**config.mk**
```make
export PLATFORM = sky130hd
export DESIGN_NAME = mwrwp_ctrl
export DESIGN_NICKNAME = d
export VERILOG_FILES = /design/src/hdl/mwrwp_pkg.sv /design/src/hdl/mwrwp_ctrl.sv
export SDC_FILE = /design/constraint.sdc
export NUM_CORES = 1
export LEC_CHECK = 0
export ABC_AREA = 1
export BUFFER_PORTS_ARGS = -buffer_cell sky130_fd_sc_hd__buf_2
export CORE_AREA = 2 2 39 41
export CTS_CLUSTER_DIAMETER = 60
export CTS_CLUSTER_SIZE = 28
export DETAILED_ROUTE_END_ITERATION = 8
export DIE_AREA = 0 0 41 43
export GPL_TIMING_DRIVEN = 0
export PLACE_DENSITY_LB_ADDON = 0.3
export SYNTH_ARGS = -nofsm -noshare
export SYNTH_HDL_FRONTEND = slang
export SYNTH_SLANG_ARGS = --single-unit
```
**constraint.sdc**
```tcl
create_clock -name clk -period 1.1 [get_ports clk]
set_clock_uncertainty 0.15 [all_clocks]
set_input_delay 0 -clock clk [delete_from_list [all_inputs] [get_ports clk]]
set_output_delay 0 -clock clk [all_outputs]
set_load 0.03 [all_outputs]
```
**src/hdl/mwrwp_pkg.sv**
```systemverilog
package mwrwp_pkg;

    // Record table geometry and counter width
    localparam int ADDR_BITS  = 16;
    localparam int COUNT_BITS = 16;
    localparam int WORD_BITS  = 16;
    localparam int DEPTH      = 1 << ADDR_BITS;

    // Width used for counter vs. 16-bit comparisons and clamping
    localparam int CMP_BITS = (COUNT_BITS > WORD_BITS) ? COUNT_BITS : WORD_BITS;

    // Configuration register indexes
    localparam int CFG_IDX_BITS = 2;
    localparam logic [CFG_IDX_BITS-1:0] CFG_WINDOW_LOW     = 2'd0;
    localparam logic [CFG_IDX_BITS-1:0] CFG_WINDOW_HIGH    = 2'd1;
    localparam logic [CFG_IDX_BITS-1:0] CFG_QUAL_THRESHOLD = 2'd2;

    localparam logic [WORD_BITS-1:0] WINDOW_LOW_RST     = 16'h0000;
    localparam logic [WORD_BITS-1:0] WINDOW_HIGH_RST    = 16'hFFFF;
    localparam logic [WORD_BITS-1:0] QUAL_THRESHOLD_RST = 16'd8;

    // Operation codes
    localparam logic OP_OBSERVE = 1'b0;
    localparam logic OP_READ    = 1'b1;

    typedef logic [ADDR_BITS-1:0]  addr_t;
    typedef logic [COUNT_BITS-1:0] count_t;
    typedef logic [WORD_BITS-1:0]  word_t;

    // One table entry per address
    typedef struct packed {
        logic   seen;
        count_t distinct;
        count_t ups;
        count_t downs;
        count_t outs;
        word_t  first;
        word_t  last;
        word_t  lowest;
        word_t  highest;
    } rec_t;

    localparam int REC_BITS = $bits(rec_t);

    // Controller -> datapath
    typedef struct packed {
        logic clr_step;   // write reset record at sweep address, advance sweep
        logic capture;    // accept input beat, issue table read
        logic update;     // write back observe result
        logic load_out;   // load result register from record
    } dp_cmd_t;

    // Datapath -> controller
    typedef struct packed {
        logic clr_last;   // sweep is at the last entry
        logic op_read;    // captured item is a read
    } dp_stat_t;

    function automatic rec_t rec_reset();
        rec_t r;
        r          = '0;
        r.lowest   = '1;
        return r;
    endfunction

    function automatic count_t sat_inc(input count_t c);
        return (c == '1) ? c : count_t'(c + 1'b1);
    endfunction

    function automatic word_t clamp16(input count_t c);
        logic [CMP_BITS-1:0] ext;
        ext = CMP_BITS'(c);
        return (ext > CMP_BITS'(16'hFFFF)) ? 16'hFFFF : ext[WORD_BITS-1:0];
    endfunction

endpackage

```
**src/hdl/mwrwp_ctrl.sv**
```systemverilog
module mwrwp_ctrl (
    input  logic               clk,
    input  logic               rst_n,
    input  logic               in_valid,
    output logic               in_stall,
    output logic               out_valid,
    input  logic               out_stall,
    input  mwrwp_pkg::dp_stat_t stat,
    output mwrwp_pkg::dp_cmd_t  cmd
);

    localparam logic [1:0] ST_CLEAR = 2'd0;
    localparam logic [1:0] ST_IDLE  = 2'd1;
    localparam logic [1:0] ST_EXEC  = 2'd2;

    logic [1:0] state_reg, state_next;
    logic       out_valid_reg, out_valid_next;
    logic       out_free;

    assign out_free  = !out_valid_reg || !out_stall;
    assign in_stall  = (state_reg != ST_IDLE);
    assign out_valid = out_valid_reg;

    always_comb
    begin
        state_next     = state_reg;
        cmd            = '0;
        out_valid_next = out_valid_reg && out_stall;
        case (state_reg)
            ST_CLEAR:
            begin
                cmd.clr_step = 1'b1;
                if (stat.clr_last)
                begin
                    state_next = ST_IDLE;
                end
            end
            ST_IDLE:
            begin
                if (in_valid)
                begin
                    cmd.capture = 1'b1;
                    state_next  = ST_EXEC;
                end
            end
            ST_EXEC:
            begin
                if (stat.op_read)
                begin
                    if (out_free)
                    begin
                        cmd.load_out   = 1'b1;
                        out_valid_next = 1'b1;
                        state_next     = ST_IDLE;
                    end
                end
                else
                begin
                    cmd.update = 1'b1;
                    state_next = ST_IDLE;
                end
            end
            default:
            begin
                state_next = ST_CLEAR;
            end
        endcase
    end

    always_ff @(posedge clk or negedge rst_n)
    begin
        if (!rst_n)
        begin
            state_reg     <= ST_CLEAR;
            out_valid_reg <= 1'b0;
        end
        else
        begin
            state_reg     <= state_next;
            out_valid_reg <= out_valid_next;
        end
    end

endmodule

```
* After elaboration in Yosys (flattened, before gate mapping)
Cells that the tools add are included.
Word-level totals: bits in registers 3, logic and storage cells 29, latch bits 0, memories 0, RAM bits 0, ROM bits 0
Operators by class: shift operators 0, eq/ne operators 6, muxes and demuxes 15, bitwise operators 0, reduce and logical (&&, ||, !) cells 6, magnitude comparators 0, multipliers 0, div/mod/pow operators 0, add/subtract/negate cells 0
Operators with widths (count):
- $mux W2 | 5
- $mux W1 | 9
- $pmux W2 S3 | 1
- $ne A2 B2 Y1 const B | 2
- $ne A3 B3 Y1 const B | 1
- $reduce_and A3 Y1 | 1
- $eq A2 B1 Y1 const B | 1
- $eq A2 B2 Y1 const B | 1
- $logic_not A1 Y1 | 2
- $logic_not A2 Y1 | 1
- $ne A2 B1 Y1 const B | 1
- $logic_and A1 B1 Y1 | 1
- $logic_or A1 B1 Y1 | 1

* Depth between registers and ports, before layout
depth after elaboration 5, gate-level depth with buffers 5

* Worst setup path before layout
Ideal clock, no wire load.
kind register to register, start point reg state_reg[0], end point reg state_reg[0], period minus slack after synthesis 1.361 ns, required time 0.832 ns, cell stages (with the launch flop) 5, path buffers 0, data arrival time 1.092 ns, setup slack -0.261 ns, setup time 0.118 ns, cell sequence dfrtp_1 -> nor2_1 -> nand2_1 -> nand4_1 -> nand2_1
On the way: longest elaborated chain between the ends 3
RTL lines:
- start, declared | line mwrwp_ctrl.sv:16 | logic [1:0] state_reg, state_next;
- start signal, assigned | line mwrwp_ctrl.sv:79 | state_reg <= state_next;
- $eq A2 B2 Y1, or another cell as far along | line mwrwp_ctrl.sv:29 | case (state_reg)
- $ne A3 B3 Y1 (no line) / $ne A2 B2 Y1 (equally long branches)
- $reduce_and A3 Y1 (no line)
Parallel ways exist; a longest one is shown, timed or not. A chain may end at the register's enable or synchronous reset.

==> metrics.md <==
| Metric | Value |
|---|---|
| Commonest non-fill, non-tap cell in the layout | `buf_2` |
| Crit Path Max Fanout | `4` |
| Vias per inst | `about 3.6` |
| Gr ovfl total | `0` |
| Worst skew pair latency | `0.23 ns` |
| Min-delay worst type | `input pin to register` |
| Top cell type's share of synthesized area | `about 45%` |
| Clk pwr share | `around a fifth` |
| FF-to-FF setup slack | `-0.05 ns` |
| Power share of the combinational group | `61.1%` |
| Seq/Total Area, Yosys | `a little under half` |
| Max-slew violations | `0` |
| Req. time, crit path | `0.95 ns` |
| Sink Count | `3` |
| Fin nets | `between 50 and 60` |
| Most frequent cells in the layout | `buf_2 (6), nand2_1 (5), dlygate4sd3_1 (5), buf_4 (5), buf_6 (4)` |
| Pre-antenna DRT Iters | `2` |
| Design area | `between 400 and 500 um2` |
| Row count | `14` |
| Max Clk Rate | `811.9 MHz` |
| Yosys warning count | `0` |
| CP Launch Type | `register` |
| Placed wire-length estimate | `~330 um` |
| Cell Pwr Density | `2493 nW/um2` |
| Residual DRC count | `0` |
| Failing checks | `negative hold slack, negative setup slack` |
| Unrepaired setup endpoints after global routing | `yes` |
| Violation count after the first detailed-routing iteration | `1` |
| Initial antenna violation count | `0` |
| Max_cap viols | `0` |
| Final worst-path cycle share | `112.0%` |
| Peak VDD IR | `between 0.5 and 0.6 mV` |
| First-pass GRT wire length | `roughly 770 um` |
| Crit path capture type | `output port` |
| PortBufs | `11` |
| Synth cell types | `10` |
| CTS tree | `yes` |
| Synth Net Count | `30` |
| Vias in the first global route | `216` |
| Status | `complete, but fails checks` |
| Chip height | `~43 um` |
| Via count | `around 230` |
| Hold_buf cts | `5` |
| Post-synthesis register bit count | `3` |
| H-Tree Depth | `1` |
| Net Sw Power | `about 450 uW` |
| Seq pwr share | `20.2%` |
| CP Data Arrival Time | `about 1.1 ns` |
| Internal power | `roughly 570 uW` |
| Area contributors post-synth | `dfrtp_1 (45%), nand2_1 (16%), nor2_1 (9.1%), inv_1 (6.8%), a21oi_2 (5.3%)` |
| Slew HR | `90.14%` |
| Switch share | `a little over two fifths` |
| Post-synth top area cell | `dfrtp_1` |
| Clock Path Buffers | `2` |
| Final ANT Viol Nets | `0` |
| Final setup violation count | `6` |
| Share of layout cells above drive strength 1 | `between 50% and 60%` |
| Starting Density | `around an eighth` |
| Max reg flops | `2` |
| Leakage | `0.2082 nW` |
| Final setup margin | `-0.1317 ns` |
| Cell count after synthesis | `24` |
| Chip Width | `41 um` |
| GRT Resource Usage Total | `7.150%` |
| WL final | `about 490 um` |
| Root Buffer | `clkbuf_4` |
| Largest net degree at the start of global routing | `5` |
| Wire length per cell | `7.594 um` |
| Synth-to-Final Area Change | `147.0%` |
| Cell Area, Synth | `approximately 170 um2` |
| Mean post-synth cell area | `between 6 and 7 um2` |
| Placer congestion estimate | `0.6309` |
| Fin. Hold Viols | `1` |
| CTS Buf Count | `3` |
| Ports | `12` |
| Least-Margin Pin Slew | `0.1474 ns` |
| Post-place setup slack | `-0.02219 ns` |
| Kind of critical path | `register to output port` |
| Worst-path clk slew | `0.04 ns` |
| Number of diodes | `0` |
| Tmin final | `about 1.2 ns` |
| Dpl cell area | `~260 um2` |
| WHS | `-0.1045 ns` |
| Area of the die | `about 1800 um2` |
| Core area | `around 1400 um2` |
## power by group through the flow
stage	clock network (mW)	registers [mW]	logic [mW]
finish	0.190	0.205	0.622
global route	0.219	0.213	0.672
CTS	0.204	0.195	0.538
detailed placement	0	0.203	0.385
global placement	0	0.203	0.381
floorplan	0	0.215	0.267
## through the flow
step / TNS [ns] / hold WS (ns) / total power [mW] / utilization (%) / cells
after global placement: -0.02031 / -0.3521 / 0.5832 / 18.44 / 51
after detailed placement: -0.02219 / -0.3485 / 0.5881 / 18.44 / 51
after global routing: -1.001 / -0.09712 / 1.104 / 29.48 / 64
final: -0.6187 / -0.1045 / 1.017 / 29.48 / 64
after floorplan: -0.1400 / -0.4456 / 0.4821 / - / 24
after CTS: -0.5217 / -0.09827 / 0.9359 / 27.12 / 62
## Yosys cell counts
master   n
o21ai_1  1
nand3_1  1
nor2_1   4
nand4_1  1
nand2_1  7
inv_2    2
nor3_1   1
a21oi_2  1
inv_1    3
dfrtp_1  3
## worst max-delay path: stages (launching register included)
cell and delay [ns]:
dfrtp_2 0.44, buf_4 0.15, nand2_2 0.10, nor2_4 0.04, buf_6 0.13
## final timing paths
path	to	cells past startpoint	startpoint
min in group asynchronous	state_reg[1]$_DFFE_PN0P_	3	rst_n
hold reg to reg	out_valid$_DFF_PN0_	2	out_valid$_DFF_PN0_
max in group asynchronous	state_reg[0]$_DFFE_PN0P_	3	rst_n
setup / recovery	cmd[2]	4	state_reg[0]$_DFFE_PN0P_
hold / removal	out_valid$_DFF_PN0_	3	stat[0]
setup reg to reg	state_reg[0]$_DFFE_PN0P_	5	state_reg[0]$_DFFE_PN0P_
## routing by layer
layer	GRT usage [%]	up-vias	wire length, um
met3	3.141	0	32
li1	-	121	-
met2	9.688	6	275
met4	8.000	0	0
met1	7.143	105	178
met5	0	-	0
## cell type report
class	instances	area (um2)
Clock buffer	4	26.28
Fill cell	156	975.9
Inverter	5	18.77
Multi-Input combinational cell	16	103.9
Sequential cell	3	76.32
Tap cell	16	20.02
Timing Repair Buffer	20	162.7
## kinds of logic (layout without fill, tap and decap cells)
| family | after synthesis | after routing | share of synthesized area [%] |
|---|---|---|---|
| simple gates | 14 | 14 | 34.85 |
| buf+inv | 5 | 29 | 11.36 |
| compound gates | 2 | 2 | 8.331 |
| flops | 3 | 3 | 45.45 |
## what timing repair did
action / CTS / global route
hold endpoints to repair: 6 / 1
resized for setup: 10 / 5
endpoints found under the setup margin: 5 / 6
pin swaps: 1 / 0
setup buffers: 2 / 2
cloned: 0 / 0
(Power assumes the default switching activity.)
